### src/waveform_minmax_column_envelope_defines.svh
// Assertion macros for the min/max column envelope block.
`ifndef WAVEFORM_MINMAX_COLUMN_ENVELOPE_DEFINES_SVH
`define WAVEFORM_MINMAX_COLUMN_ENVELOPE_DEFINES_SVH
`ifndef SYNTH
// Same-cycle implication, clocked on clk and disabled during reset.
`define WMCE_ASSERT_IMP(lbl, ante, cons, msg) \
	lbl: assert property (@(posedge clk) disable iff (!arst_n) (ante) |-> (cons)) \
		else $error(msg);
// Next-cycle implication, clocked on clk and disabled during reset.
`define WMCE_ASSERT_NXT(lbl, ante, cons, msg) \
	lbl: assert property (@(posedge clk) disable iff (!arst_n) (ante) |=> (cons)) \
		else $error(msg);
`else
`define WMCE_ASSERT_IMP(lbl, ante, cons, msg)
`define WMCE_ASSERT_NXT(lbl, ante, cons, msg)
`endif
`endif

### src/wmce_pkg.sv
// Shared types and constants for the min/max column envelope block.
`default_nettype none
package wmce_pkg;

	localparam int MAX_COLUMNS = 4096;
	localparam int COL_W = $clog2(MAX_COLUMNS);

	localparam int SAMPLE_W = 16;
	localparam int SIZE_W = 16;
	localparam int HEIGHT_W = 12;
	localparam int OFFSET_W = 12;
	localparam int COLUMN_W = 12;
	localparam int CFG_IDX_W = 2;

	// Register indexes of the configuration port.
	localparam logic [CFG_IDX_W-1:0] CFG_SIXTEEN_BIT = 2'd0;
	localparam logic [CFG_IDX_W-1:0] CFG_BIN_SIZE = 2'd1;
	localparam logic [CFG_IDX_W-1:0] CFG_PANEL_HEIGHT = 2'd2;

	localparam logic [SIZE_W-1:0] BIN_SIZE_RESET = 16'd1;
	localparam logic [HEIGHT_W-1:0] PANEL_HEIGHT_RESET = 12'd256;

	// Full-scale codes for the clipped test.
	localparam logic signed [SAMPLE_W-1:0] FS16_POS = 16'sd32767;
	localparam logic signed [SAMPLE_W-1:0] FS16_NEG = -16'sd32768;
	localparam logic signed [SAMPLE_W-1:0] FS8_POS = 16'sd127;
	localparam logic signed [SAMPLE_W-1:0] FS8_NEG = -16'sd128;

	// Scaling divides by full scale times two: 2^16 or 2^8.
	localparam int SHIFT16 = 16;
	localparam int SHIFT8 = 8;
	localparam int PROD_W = SAMPLE_W + HEIGHT_W + 1;

	typedef struct packed {
		logic                sixteen_bit;
		logic [SIZE_W-1:0]   bin_size;
		logic [HEIGHT_W-1:0] panel_height;
	} cfg_t;

	// One closed bin on its way to the scaler.
	typedef struct packed {
		logic signed [SAMPLE_W-1:0] bin_max;
		logic signed [SAMPLE_W-1:0] bin_min;
		logic [COL_W-1:0]           column;
		logic                       clipped;
		logic                       sixteen_bit;
	} bin_t;

	// Status of the fold stage, watched by the top level.
	typedef struct packed {
		logic             s1_valid;
		logic             go;
		logic             emit;
		logic             last;
		logic [COL_W-1:0] column;
	} fold_st_t;

endpackage
`default_nettype wire

### src/wmce_bin_fold.sv
// Input register and running min/max fold that closes bins into stage two.
`default_nettype none
module wmce_bin_fold
	import wmce_pkg::*;
(
	input  wire logic                 clk,
	input  wire logic                 arst_n,
	input  wire cfg_t                 cfg,
	input  wire logic                 sample_valid,
	output logic                      sample_stall,
	input  wire logic [SAMPLE_W-1:0]  sample_code,
	input  wire logic                 last_sample,
	output bin_t                      bin_s2,
	output logic                      bin_valid_s2,
	input  wire logic                 bin_take,
	output fold_st_t                  st
);

	logic                       valid_s1;
	logic signed [SAMPLE_W-1:0] value_s1;
	logic                       last_s1;

	logic signed [SAMPLE_W-1:0] max_q, min_q;
	logic [SIZE_W-1:0]          fill_q;
	logic [COL_W-1:0]           col_q;

	logic signed [SAMPLE_W-1:0] decoded;
	logic signed [SAMPLE_W-1:0] max_n, min_n;
	logic [SIZE_W-1:0]          fill_n, limit;
	logic                       emit, go, accept, s2_free, clip;

	// 8-bit samples are offset binary: flipping the top bit gives two's complement.
	assign decoded = cfg.sixteen_bit ? $signed(sample_code)
		: $signed({{8{~sample_code[7]}}, ~sample_code[7], sample_code[6:0]});

	assign max_n = (value_s1 > max_q) ? value_s1 : max_q;
	assign min_n = (value_s1 < min_q) ? value_s1 : min_q;
	assign fill_n = fill_q + 1'b1;
	assign limit = (cfg.bin_size == '0) ? SIZE_W'(1) : cfg.bin_size;
	assign emit = (fill_n >= limit) || last_s1;
	assign clip = cfg.sixteen_bit ? ((max_n == FS16_POS) || (min_n == FS16_NEG))
		: ((max_n == FS8_POS) || (min_n == FS8_NEG));

	assign s2_free = !bin_valid_s2 || bin_take;
	assign go = valid_s1 && (!emit || s2_free);
	assign sample_stall = valid_s1 && !go;
	assign accept = sample_valid && !sample_stall;

	always_ff @(posedge clk or negedge arst_n) begin
		if (!arst_n) begin
			valid_s1 <= 1'b0;
		end else if (accept) begin
			valid_s1 <= 1'b1;
		end else if (go) begin
			valid_s1 <= 1'b0;
		end
	end

	always_ff @(posedge clk) begin
		if (accept) begin
			value_s1 <= decoded;
			last_s1 <= last_sample;
		end
	end

	always_ff @(posedge clk or negedge arst_n) begin
		if (!arst_n) begin
			max_q <= '0;
			min_q <= '0;
			fill_q <= '0;
			col_q <= '0;
		end else if (go) begin
			if (emit) begin
				max_q <= '0;
				min_q <= '0;
				fill_q <= '0;
				if (last_s1 || col_q == COL_W'(MAX_COLUMNS - 1)) begin
					col_q <= '0;
				end else begin
					col_q <= col_q + 1'b1;
				end
			end else begin
				max_q <= max_n;
				min_q <= min_n;
				fill_q <= fill_n;
			end
		end
	end

	always_ff @(posedge clk or negedge arst_n) begin
		if (!arst_n) begin
			bin_valid_s2 <= 1'b0;
		end else if (go && emit) begin
			bin_valid_s2 <= 1'b1;
		end else if (bin_take) begin
			bin_valid_s2 <= 1'b0;
		end
	end

	always_ff @(posedge clk) begin
		if (go && emit) begin
			bin_s2.bin_max <= max_n;
			bin_s2.bin_min <= min_n;
			bin_s2.column <= col_q;
			bin_s2.clipped <= clip;
			bin_s2.sixteen_bit <= cfg.sixteen_bit;
		end
	end

	assign st.s1_valid = valid_s1;
	assign st.go = go;
	assign st.emit = emit;
	assign st.last = last_s1;
	assign st.column = col_q;

endmodule
`default_nettype wire

### src/wmce_peak_scale.sv
// Peak scaling multiply and the result register.
`default_nettype none
module wmce_peak_scale
	import wmce_pkg::*;
(
	input  wire logic                        clk,
	input  wire logic                        arst_n,
	input  wire logic [HEIGHT_W-1:0]         panel_height,
	input  wire bin_t                        bin_s2,
	input  wire logic                        bin_valid_s2,
	output logic                             bin_take,
	output logic                             result_valid,
	input  wire logic                        result_stall,
	output logic [COLUMN_W-1:0]              column,
	output logic signed [OFFSET_W-1:0]       top_offset,
	output logic signed [OFFSET_W-1:0]       bottom_offset,
	output logic                             clipped
);

	logic signed [PROD_W-1:0] height_s;
	logic signed [PROD_W-1:0] top_prod, bot_prod, top_adj, bot_adj, top_sh, bot_sh;
	logic signed [PROD_W-1:0] bias;

	assign height_s = PROD_W'($signed({1'b0, panel_height}));
	assign top_prod = PROD_W'(bin_s2.bin_max) * height_s;
	assign bot_prod = PROD_W'(bin_s2.bin_min) * height_s;

	// A negative product is biased up so that the arithmetic shift truncates toward zero.
	assign bias = bin_s2.sixteen_bit ? PROD_W'((1 << SHIFT16) - 1) : PROD_W'((1 << SHIFT8) - 1);
	assign top_adj = top_prod + (top_prod[PROD_W-1] ? bias : '0);
	assign bot_adj = bot_prod + (bot_prod[PROD_W-1] ? bias : '0);
	assign top_sh = bin_s2.sixteen_bit ? (top_adj >>> SHIFT16) : (top_adj >>> SHIFT8);
	assign bot_sh = bin_s2.sixteen_bit ? (bot_adj >>> SHIFT16) : (bot_adj >>> SHIFT8);

	assign bin_take = bin_valid_s2 && (!result_valid || !result_stall);

	always_ff @(posedge clk or negedge arst_n) begin
		if (!arst_n) begin
			result_valid <= 1'b0;
		end else if (bin_take) begin
			result_valid <= 1'b1;
		end else if (!result_stall) begin
			result_valid <= 1'b0;
		end
	end

	always_ff @(posedge clk) begin
		if (bin_take) begin
			column <= COLUMN_W'(bin_s2.column);
			top_offset <= top_sh[OFFSET_W-1:0];
			bottom_offset <= bot_sh[OFFSET_W-1:0];
			clipped <= bin_s2.clipped;
		end
	end

endmodule
`default_nettype wire

### src/waveform_minmax_column_envelope.sv
// Min/max column envelope: folds a PCM sample stream into per-column peaks.
//
// Samples enter on the sample channel (sample_valid, sample_stall, sample_code,
// last_sample) and one envelope per closed bin leaves on the result channel
// (result_valid, result_stall, column, top_offset, bottom_offset, clipped).
// A request moves when valid is high and stall is low.
// One sample is taken every cycle while sample_stall is low. A sample is held in the
// input register, where the running min/max fold is done; a bin it closes is then
// registered in the scaling stage and from there passes to the result register.
// The fold register and two peak multipliers in the scaling stage set that rate.
// When the receiver stalls, the scaling stage and the result register fill,
// and sample_stall rises only once a held sample would close a bin with nowhere
// to go. Samples that leave the bin open keep flowing.
// Reset clears the bin, the column counter and all valid flags, and loads
// sixteen_bit = 0, bin_size = 1 and panel_height = 256. The user must write registers
// through cfg_we/cfg_index/cfg_data only while the block is idle; the block does not enforce it.
`default_nettype none
`include "waveform_minmax_column_envelope_defines.svh"
module waveform_minmax_column_envelope
	import wmce_pkg::*;
(
	input  wire logic                   clk,
	input  wire logic                   arst_n,
	input  wire logic                   cfg_we,
	input  wire logic [CFG_IDX_W-1:0]   cfg_index,
	input  wire logic [SIZE_W-1:0]      cfg_data,
	input  wire logic                   sample_valid,
	output logic                        sample_stall,
	input  wire logic [SAMPLE_W-1:0]    sample_code,
	input  wire logic                   last_sample,
	output logic                        result_valid,
	input  wire logic                   result_stall,
	output logic [COLUMN_W-1:0]         column,
	output logic signed [OFFSET_W-1:0]  top_offset,
	output logic signed [OFFSET_W-1:0]  bottom_offset,
	output logic                        clipped
);

	cfg_t     cfg_q;
	bin_t     bin_s2;
	logic     bin_valid_s2;
	logic     bin_take;
	fold_st_t fold_st;

	always_ff @(posedge clk or negedge arst_n) begin
		if (!arst_n) begin
			cfg_q.sixteen_bit <= 1'b0;
			cfg_q.bin_size <= BIN_SIZE_RESET;
			cfg_q.panel_height <= PANEL_HEIGHT_RESET;
		end else if (cfg_we) begin
			case (cfg_index)
				CFG_SIXTEEN_BIT: cfg_q.sixteen_bit <= cfg_data[0];
				CFG_BIN_SIZE: cfg_q.bin_size <= cfg_data;
				CFG_PANEL_HEIGHT: cfg_q.panel_height <= cfg_data[HEIGHT_W-1:0];
				default: ;
			endcase
		end
	end

	wmce_bin_fold u_fold (
		.clk          (clk),
		.arst_n       (arst_n),
		.cfg          (cfg_q),
		.sample_valid (sample_valid),
		.sample_stall (sample_stall),
		.sample_code  (sample_code),
		.last_sample  (last_sample),
		.bin_s2       (bin_s2),
		.bin_valid_s2 (bin_valid_s2),
		.bin_take     (bin_take),
		.st           (fold_st)
	);

	wmce_peak_scale u_scale (
		.clk           (clk),
		.arst_n        (arst_n),
		.panel_height  (cfg_q.panel_height),
		.bin_s2        (bin_s2),
		.bin_valid_s2  (bin_valid_s2),
		.bin_take      (bin_take),
		.result_valid  (result_valid),
		.result_stall  (result_stall),
		.column        (column),
		.top_offset    (top_offset),
		.bottom_offset (bottom_offset),
		.clipped       (clipped)
	);

	`WMCE_ASSERT_IMP(a_stall_needs_held, sample_stall, fold_st.s1_valid && fold_st.emit && bin_valid_s2, "sample stall without a blocked closing sample")
	`WMCE_ASSERT_NXT(a_last_resets_col, fold_st.go && fold_st.last, fold_st.column == '0, "column not cleared after last sample")
	`WMCE_ASSERT_NXT(a_result_drains, result_valid && !result_stall && !bin_valid_s2, !result_valid, "result repeated after it was taken")

endmodule
`default_nettype wire
### config.mk
export PLATFORM = sky130hd
export DESIGN_NAME = waveform_minmax_column_envelope
export DESIGN_NICKNAME = d
export VERILOG_FILES = /design/src/wmce_pkg.sv /design/src/wmce_bin_fold.sv /design/src/wmce_peak_scale.sv /design/src/waveform_minmax_column_envelope.sv
export VERILOG_INCLUDE_DIRS = /design/src /design/src/src
export SDC_FILE = /design/constraint.sdc
export NUM_CORES = 1
export LEC_CHECK = 0
export BUFFER_PORTS_ARGS = -buffer_cell sky130_fd_sc_hd__buf_4
export CAP_MARGIN = 20
export CELL_PAD_IN_SITES_DETAIL_PLACEMENT = 1
export CELL_PAD_IN_SITES_GLOBAL_PLACEMENT = 2
export CORE_MARGIN = 2
export CORE_UTILIZATION = 45
export DETAILED_ROUTE_END_ITERATION = 10
export GPL_ROUTABILITY_DRIVEN = 0
export PLACE_DENSITY_LB_ADDON = 0.08
export RECOVER_POWER = 25
export SLEW_MARGIN = 20
export SYNTH_ARGS = -nofsm -noshare
export SYNTH_HDL_FRONTEND = slang
export SYNTH_HIERARCHICAL = 1
export SYNTH_SLANG_ARGS = --single-unit
### constraint.sdc
create_clock -name clk -period 11.6 [get_ports clk]
set_input_delay 2.32 -clock clk [delete_from_list [all_inputs] [get_ports clk]]
set_output_delay 2.32 -clock clk [all_outputs]
set_load 0.05 [all_outputs]
==> results.cfg, run 1 <==
[sta]
worst_clock_skew_ns = 0.0161
aggregate_negative_setup_slack_ns = 0
fin_crit_sh = 0.827
final.min_clock_period_ns = 9.59
timing_max_transition_violations_final = 41
slew_headroom = -0.664
clock.fmax_mhz = 104
finalSetupViolations = 0
final_hold_viol_count = 0
rsz0062_at_grt = no
timing_worst_slew_pin_value_ns = 2.50

[setup_path]
crit_path_frequent_cell = sky130_fd_sc_hd__fa_1
r2r_setup_slack_ns = 2.01
critical_path.reg2reg.endpoint = u_scale/top_offset[11]
master_of_the_slowest_instance_on_the_critical_path = sky130_fd_sc_hd__dfrtp_1
crit_path_end = u_scale/top_offset[11]
setup.worst_path.end_class = register
setup.worst_path.start_class = register
startpoint_of_the_most_critical_register_to_register_path = cfg_q[4]
crit_arrival_ns = 9.84
worst_path_largest_cell_delay_ns = 1.02
startpoint = cfg_q[4]
critical_path_class = register to register
worst-r2r-cell-count = 26
timing.critical_path.fanout_max = 25
worst-endpoint-required_ns = 11.84

[drt]
drt_wl_total_um = 68900
vias = 18500
drtPass1Iterations = 4
route.detailed.wl_per_inst_um = 19.7
postRouteAntennaNets = 0
drcViolationCount = 0
route.detailed.vias_per_inst = 5.31
drt_iter0_markers = 876

[clock_network]
ctsRootBufferMaster = sky130_fd_sc_hd__clkbuf_16
post_cts_hold_buffer_count = 0
insertion_delay_ns = 0.49
clock_sinks = 192
cts.repair.resized = 0
clkTransAtPathRegs_ns = 0.08
h-tree-depth = 4
max-clock-path-buffers = 2
numCtsBuffers = 17
cts_setup_buffers = 0
cts_tree = yes

[synthesis]
synthesis.nets = 3311
syn_inst = 2714
syn_warnings = 6
synth_cell_area_um2 = 25600
synth.avg_cell_area_um2 = 9.45

[global_route]
gr-usage-all-layers = 0.243
maximum_number_of_pins_on_one_net_before_global_route_repair = 54
antenna_violations_before_repair = 1
grt_pass1_vias = 20900
globalRouteOverflowTotal = 0
grt_first_pass_wirelength_um = 113000

[die]
floorplan.die_area_um2 = 58900
x_dimension_of_the_die_um = 243
die_height_um = 243
top_level_port_count = 79
row_count = 87
core_region_area_um2 = 56400
floorplan.initialDensity = 0.455

[cells_and_area]
insertedDiodeCount = 0
mostFrequentLayoutCell = sky130_fd_sc_hd__inv_1
layout.cells.most_common_list = sky130_fd_sc_hd__inv_1 (559), sky130_fd_sc_hd__fa_1 (356), sky130_fd_sc_hd__nand2_1 (348)
final_core_util = 0.486
final_layout_size_suffix_gt1_frac = 0.0764
area_growth_syn_to_layout_pct = 6.82
design.final.nets = 3318
fillers = 6486
area_taken_by_multi_input_logic_gates_um2 = 17700
regArea_um2 = 5310

[outcome]
violations = capacitance limit, slew limit
status = finished with violations

[hold_path]
worstHoldPathType = register to register

[placed_design]
port-buffer-count = 78
dp_hpwl_um = 55000

[run]
max_cap_violation_count = 1
==> final cells by class <==
type / instances / share of cell area
clock buffers: 18 / 0.0160
well taps: 756 / 0.0345
repair buffers: 99 / 0.0265
inverters: 560 / 0.0768
clock inverters: 14 / 0.00567
flip-flops and latches: 192 / 0.194
multi-input cells: 1851 / 0.647
==> how the worst min path moves through the flow <==
stage                     slack (ns)  cells after the start         startpoint           endpoint
after floorplan                 0.40                      0   u_fold/bin_s2[1]    u_scale/clipped
after global placement          0.41                      0   u_fold/bin_s2[4]  u_scale/column[2]
after detailed placement        0.41                      0   u_fold/bin_s2[8]  u_scale/column[6]
after CTS                       0.43                      0  u_fold/bin_s2[11]  u_scale/column[9]
after global routing            0.43                      0   u_fold/bin_s2[3]  u_scale/column[1]
final                           0.42                      0  u_fold/bin_s2[11]  u_scale/column[9]
==> sequential cells by signal, indices dropped and copies added, names as in the netlist <==
| name | flops |
|---|---|
| u_fold/bin_s2 | 46 |
| cfg_q | 29 |
| u_fold/fill_q | 16 |
| u_fold/max_q | 16 |
| u_fold/min_q | 16 |
| u_fold/value_s1 | 16 |
| u_fold/col_q | 12 |
| u_scale/bottom_offset | 12 |
| u_scale/column | 12 |
| u_scale/top_offset | 12 |
| u_fold/bin_valid_s2 | 1 |
| u_fold/last_s1 | 1 |
| u_fold/valid_s1 | 1 |
| u_scale/clipped | 1 |
| u_scale/result_valid | 1 |
==> metrics by stage <==
stage          instances  hold WS (ns)  area, um^2  setup slack (ns)
6_report            3490         0.424       27400              2.01
3_3_place_gp        3458         0.406       26800              2.43
2_1_floorplan       2714         0.400       25600              3.50
5_1_grt             3490         0.435       27400              1.33
3_5_place_dp        3458         0.406       26800              1.95
4_1_cts             3490         0.426       27400              1.95
==> metal layers <==
layer | wire length, um | GRT usage
met4 | 800 | 0.0466
met3 | 2160 | 0.0362
met1 | 32500 | 0.331
met5 | 0 | 0
met2 | 33500 | 0.414
==> worst max-delay path, delay by kind of cell, from the launching register on <==
| kind | cells | cell delay, ns |
|---|---|---|
| fa+ha+maj | 7 | 3.47 |
| compound gates | 5 | 1.84 |
| xor+xnor | 2 | 0.71 |
| buf+inv | 3 | 0.28 |
| simple gates | 8 | 1.74 |
| flops | 1 | 1.02 |
| mux | 1 | 0.27 |
Power of run 1 is left out: the tool's default activity adds up to more than one toggle a clock period on the data nets, which glitch-free logic cannot reach.
==> run 2: changes to the inputs <==
--- a/config.mk
+++ b/config.mk
@@ -11,7 +11,7 @@
 export CELL_PAD_IN_SITES_DETAIL_PLACEMENT = 1
 export CELL_PAD_IN_SITES_GLOBAL_PLACEMENT = 2
 export CORE_MARGIN = 2
-export CORE_UTILIZATION = 45
+export CORE_UTILIZATION = 38
 export DETAILED_ROUTE_END_ITERATION = 10
 export GPL_ROUTABILITY_DRIVEN = 0
 export PLACE_DENSITY_LB_ADDON = 0.08
==> constraint.sdc (replaced) <==
create_clock -name clk -period 8.8 [get_ports clk]
set_input_delay 1.76 -clock clk [delete_from_list [all_inputs] [get_ports clk]]
set_output_delay 1.76 -clock clk [all_outputs]
set_load 0.05 [all_outputs]
==> run 2 against run 1 <==
Net effect:
- the flow still finishes with violations (capacitance limit, slew limit)
- clock-buffer cell count stayed put
- worst hold slack better by 0.0024 ns
- maximum frequency up 16%
- clock skew increased by 0.0069 ns
- worst setup slack got worse by 1.5 ns
- critical path type unchanged
- final cell count grew 3.8%
- critical endpoint unchanged
- register-to-register slack lost 1.5 ns
- core utilization fell by 7.2 points
==> results.cfg, run 2 (same netlist as run 1, synthesis figures left out) <==
[sta]
finalSetupViolations = 0
aggregate_negative_setup_slack_ns = 0
timing_worst_slew_pin_value_ns = 1.94
worst_clock_skew_ns = 0.0229
timing_max_transition_violations_final = 35
rsz0062_at_grt = no
clock.fmax_mhz = 121
slew_headroom = -0.293
fin_crit_sh = 0.941
final_hold_viol_count = 0
final.min_clock_period_ns = 8.28

[setup_path]
setup.worst_path.start_class = register
critical_path_class = register to register
crit_path_end = u_scale/top_offset[11]
timing.critical_path.fanout_max = 12
critical_path.reg2reg.endpoint = u_scale/top_offset[11]
r2r_setup_slack_ns = 0.52
startpoint = u_fold/bin_s2[38]
setup.worst_path.end_class = register
startpoint_of_the_most_critical_register_to_register_path = u_fold/bin_s2[38]
worst-endpoint-required_ns = 9.04
crit_path_frequent_cell = sky130_fd_sc_hd__fa_1
worst_path_largest_cell_delay_ns = 0.64
master_of_the_slowest_instance_on_the_critical_path = sky130_fd_sc_hd__edfxtp_1
worst-r2r-cell-count = 28
crit_arrival_ns = 8.52

[drt]
drtPass1Iterations = 4
drcViolationCount = 0
drt_wl_total_um = 69900
vias = 18500
postRouteAntennaNets = 0
route.detailed.wl_per_inst_um = 19.3
drt_iter0_markers = 775
route.detailed.vias_per_inst = 5.11

[cells_and_area]
biggest_regs = u_fold/bin_s2: 46 flops, cfg_q: 29 flops
largest_register = u_fold/bin_s2
insertedDiodeCount = 0
area_growth_syn_to_layout_pct = 8.19
mostFrequentLayoutCell = sky130_fd_sc_hd__inv_1
design.final.nets = 3334
final_layout_size_suffix_gt1_frac = 0.0815
layout.cells.most_common_list = sky130_fd_sc_hd__inv_1 (559), sky130_fd_sc_hd__fa_1 (355), sky130_fd_sc_hd__nand2_1 (348)
flip_flop_count_of_the_largest_register_after_layout = 46

[die]
floorplan.initialDensity = 0.382
floorplan.die_area_um2 = 69600
top_level_port_count = 79
row_count = 95
die_height_um = 264
x_dimension_of_the_die_um = 264
core_region_area_um2 = 67000

[run]
max_cap_violation_count = 1

[placed_design]
dp_hpwl_um = 56500
port-buffer-count = 78

[clock_network]
numCtsBuffers = 17
insertion_delay_ns = 0.48
ctsRootBufferMaster = sky130_fd_sc_hd__clkbuf_16
max-clock-path-buffers = 2
h-tree-depth = 4
clkTransAtPathRegs_ns = 0.09
clock_sinks = 192
cts_tree = yes

[hold_path]
worstHoldPathType = register to register

[global_route]
antenna_violations_before_repair = 1
grt_first_pass_wirelength_um = 115000
gr-usage-all-layers = 0.210
maximum_number_of_pins_on_one_net_before_global_route_repair = 60
globalRouteOverflowTotal = 0
grt_pass1_vias = 20800

[outcome]
status = finished with violations
violations = capacitance limit, slew limit
[run 2: how the worst min path moves through the flow]
stage	start	to	slack, ns	cells after the start
2_1_floorplan	u_fold/bin_s2[1]	u_scale/clipped	0.40	0
3_3_place_gp	u_fold/bin_s2[3]	u_scale/column[1]	0.41	0
3_5_place_dp	u_fold/bin_s2[11]	u_scale/column[9]	0.41	0
4_1_cts	u_fold/bin_s2[3]	u_scale/column[1]	0.43	0
5_1_grt	u_fold/bin_s2[11]	u_scale/column[9]	0.43	0
6_report	u_fold/bin_s2[11]	u_scale/column[9]	0.43	0
[run 2: repair_timing]
action | in CTS | in global routing
endpoints found under the setup margin | 0 | 24
hold buffers | 0 | 0
buffers inserted | 0 | 3
gates resized for setup | 0 | 14
[run 2: through the flow]
stage	utilization	hold WS, ns	std cells	instance area [um^2]	setup WS [ns]
2_1_floorplan	-	0.400	2714	25600	0.815
3_3_place_gp	0.404	0.410	3588	27100	0.232
3_5_place_dp	0.404	0.406	3588	27100	0.0781
4_1_cts	0.413	0.427	3620	27700	0.0776
5_1_grt	0.414	0.431	3623	27700	0.00319
6_report	0.414	0.426	3623	27700	0.520
[run 2: worst max-delay path: cells and delay by family, from the launching register on]
family          cells  cell delay (ns)
buf+inv             5             0.44
compound gates      7             1.84
xor+xnor            2             0.42
flops               1             0.64
fa+ha+maj           7             3.15
mux                 1             0.30
simple gates        6             1.26
[run 2: final cells by class]
class / instances / area, um^2
Clock buffer: 18 / 429
Clock inverter: 14 / 180
Fill cell: 7754 / 39300
Inverter: 560 / 2100
Multi-Input combinational cell: 1851 / 17700
Sequential cell: 192 / 5310
Tap cell: 873 / 1090
Timing Repair Buffer: 115 / 892
[run 2: per-layer routing]
metal	GRT usage	vias to the layer above	part of all wire
met5	0	-	0.00019
met4	0.0379	2	0.012
met3	0.0227	43	0.021
met2	0.347	189	0.46
met1	0.299	9576	0.50
li1	-	8709	-
Power of run 2 is left out for the same reason.
==> run 3: changes to the inputs <==
--- a/config.mk
+++ b/config.mk
@@ -10,6 +10,7 @@
 export CAP_MARGIN = 20
 export CELL_PAD_IN_SITES_DETAIL_PLACEMENT = 1
 export CELL_PAD_IN_SITES_GLOBAL_PLACEMENT = 2
+export CORE_ASPECT_RATIO = 1.25
 export CORE_MARGIN = 2
 export CORE_UTILIZATION = 38
 export DETAILED_ROUTE_END_ITERATION = 10
==> run 3 against run 2 <==
Net effect:
- design area is 0.40% lower
- sequential share of layout area is 0.072 points higher
- worst setup slack worse by 0.0085 ns
- highest routed layer is now met4
- first-iteration DRC count decreased by 5.5%
- critical path depth up 2
- the flow still finishes with violations (capacitance limit, slew limit)
- global-route usage rose by 0.33 points
- maximum frequency fell by 0.10%
- die area about the same
- routed wire length rose by 2.0%
- clock skew shrank 0.0018 ns
- worst hold slack better by 0.0047 ns
- flip-flop and latch count unchanged
==> results.cfg, run 3 (same netlist as run 1, synthesis figures left out) <==
[drt]
route.detailed.vias_per_inst = 5.13
drt_wl_total_um = 71300
route.detailed.wl_per_inst_um = 19.7
drtPass1Iterations = 6
postRouteAntennaNets = 0
vias = 18500
drcViolationCount = 0
drt_iter0_markers = 732

[outcome]
violations = capacitance limit, slew limit
status = finished with violations

[global_route]
grt_first_pass_wirelength_um = 115000
maximum_number_of_pins_on_one_net_before_global_route_repair = 63
grt_pass1_vias = 20900
gr-usage-all-layers = 0.213
antenna_violations_before_repair = 1
globalRouteOverflowTotal = 0

[sta]
rsz0062_at_grt = no
clock.fmax_mhz = 121
finalSetupViolations = 0
worst_clock_skew_ns = 0.0211
final_hold_viol_count = 0
fin_crit_sh = 0.942
final.min_clock_period_ns = 8.29
aggregate_negative_setup_slack_ns = 0
timing_max_transition_violations_final = 70
slew_headroom = -0.850
timing_worst_slew_pin_value_ns = 2.77

[die]
floorplan.die_area_um2 = 69600
core_region_area_um2 = 66800
top_level_port_count = 79
x_dimension_of_the_die_um = 236
row_count = 106
die_height_um = 294
floorplan.initialDensity = 0.384

[clock_network]
max-clock-path-buffers = 2
insertion_delay_ns = 0.50
ctsRootBufferMaster = sky130_fd_sc_hd__clkbuf_16
clkTransAtPathRegs_ns = 0.10
numCtsBuffers = 17
clock_sinks = 192
cts_tree = yes
h-tree-depth = 4

[cells_and_area]
biggest_regs = u_fold/bin_s2: 46 flops, cfg_q: 29 flops
layout.cells.most_common_list = sky130_fd_sc_hd__inv_1 (559), sky130_fd_sc_hd__fa_1 (355), sky130_fd_sc_hd__nand2_1 (348)
final_design_instance_area_without_fill_um2 = 27600
largest_register = u_fold/bin_s2
area_growth_syn_to_layout_pct = 7.76
final_layout_size_suffix_gt1_frac = 0.0782
flip_flop_count_of_the_largest_register_after_layout = 46
design.final.nets = 3333
mostFrequentLayoutCell = sky130_fd_sc_hd__inv_1
insertedDiodeCount = 0

[setup_path]
master_of_the_slowest_instance_on_the_critical_path = sky130_fd_sc_hd__fa_1
worst-endpoint-required_ns = 9.07
worst_path_largest_cell_delay_ns = 0.55
setup.worst_path.start_class = register
setup.worst_path.end_class = register
timing.critical_path.fanout_max = 18
critical_path_class = register to register
crit_path_frequent_cell = sky130_fd_sc_hd__fa_1
r2r_setup_slack_ns = 0.51
crit_arrival_ns = 8.56

[placed_design]
dp_hpwl_um = 57800
placedInstanceArea_um2 = 27100
port-buffer-count = 78

[hold_path]
worstHoldPathType = register to register

[run]
max_cap_violation_count = 2
## run 3: changes by cell type in the layout (fill, tap and decap cells not counted), moves of 2 or more
cell,delta
sky130_fd_sc_hd__clkbuf_1,+2
sky130_fd_sc_hd__inv_6,+2
sky130_fd_sc_hd__buf_4,+5
sky130_fd_sc_hd__buf_6,-5
sky130_fd_sc_hd__buf_12,-2
sky130_fd_sc_hd__inv_8,-2
## run 3: timing repair
item	in CTS	in global routing
setup buffers	0	0
resized for setup	0	5
hold buffers	0	0
endpoints found under the setup margin	0	12
## run 3: area by class of cell
| cell class | instances | area (um^2) |
|---|---|---|
| Clock buffer | 18 | 429 |
| Clock inverter | 14 | 175 |
| Fill cell | 7680 | 39200 |
| Inverter | 560 | 2100 |
| Multi-Input combinational cell | 1851 | 17700 |
| Sequential cell | 192 | 5310 |
| Tap cell | 864 | 1080 |
| Timing Repair Buffer | 114 | 833 |
## run 3: path summary, 6_finish.rpt
path                            depth (start not counted)                     end        startpoint
worst max-delay path                                   30  u_scale/top_offset[11]          cfg_q[1]
worst min-delay path                                    0       u_scale/column[7]  u_fold/bin_s2[9]
worst max register to register                         30  u_scale/top_offset[11]          cfg_q[1]
worst min register to register                          0       u_scale/column[7]  u_fold/bin_s2[9]
max in group asynchronous                               2         u_fold/min_q[2]            arst_n
min in group asynchronous                               1        u_fold/col_q[10]            arst_n
## run 3: metrics by stage
stage / hold slack (ns) / worst slack, ns / cells / utilization
final: 0.431 / 0.512 / 3613 / 0.413
after global routing: 0.444 / 0.00676 / 3613 / 0.413
after CTS: 0.431 / 0.198 / 3613 / 0.414
after detailed placement: 0.410 / 0.202 / 3581 / 0.405
after global placement: 0.407 / 0.467 / 3581 / 0.405
after floorplan: 0.400 / 0.815 / 2714 / -
## run 3: critical path, delay by kind of cell (launching register included)
kind / cells / cell delay, ns
fa+ha+maj: 7 / 3.24
compound gates: 8 / 1.84
simple gates: 5 / 1.10
buf+inv: 7 / 0.85
flops: 1 / 0.43
xor+xnor: 2 / 0.33
mux: 1 / 0.28
## run 3: per-layer routing
metal  track usage  up-vias  part of all wire
met3        0.0260       56             0.024
met4        0.0508        0             0.017
met1         0.277     9545              0.46
met2         0.377      230              0.50
met5             0        -                 0
li1              -     8716                 -
Power of run 3 is left out for the same reason.
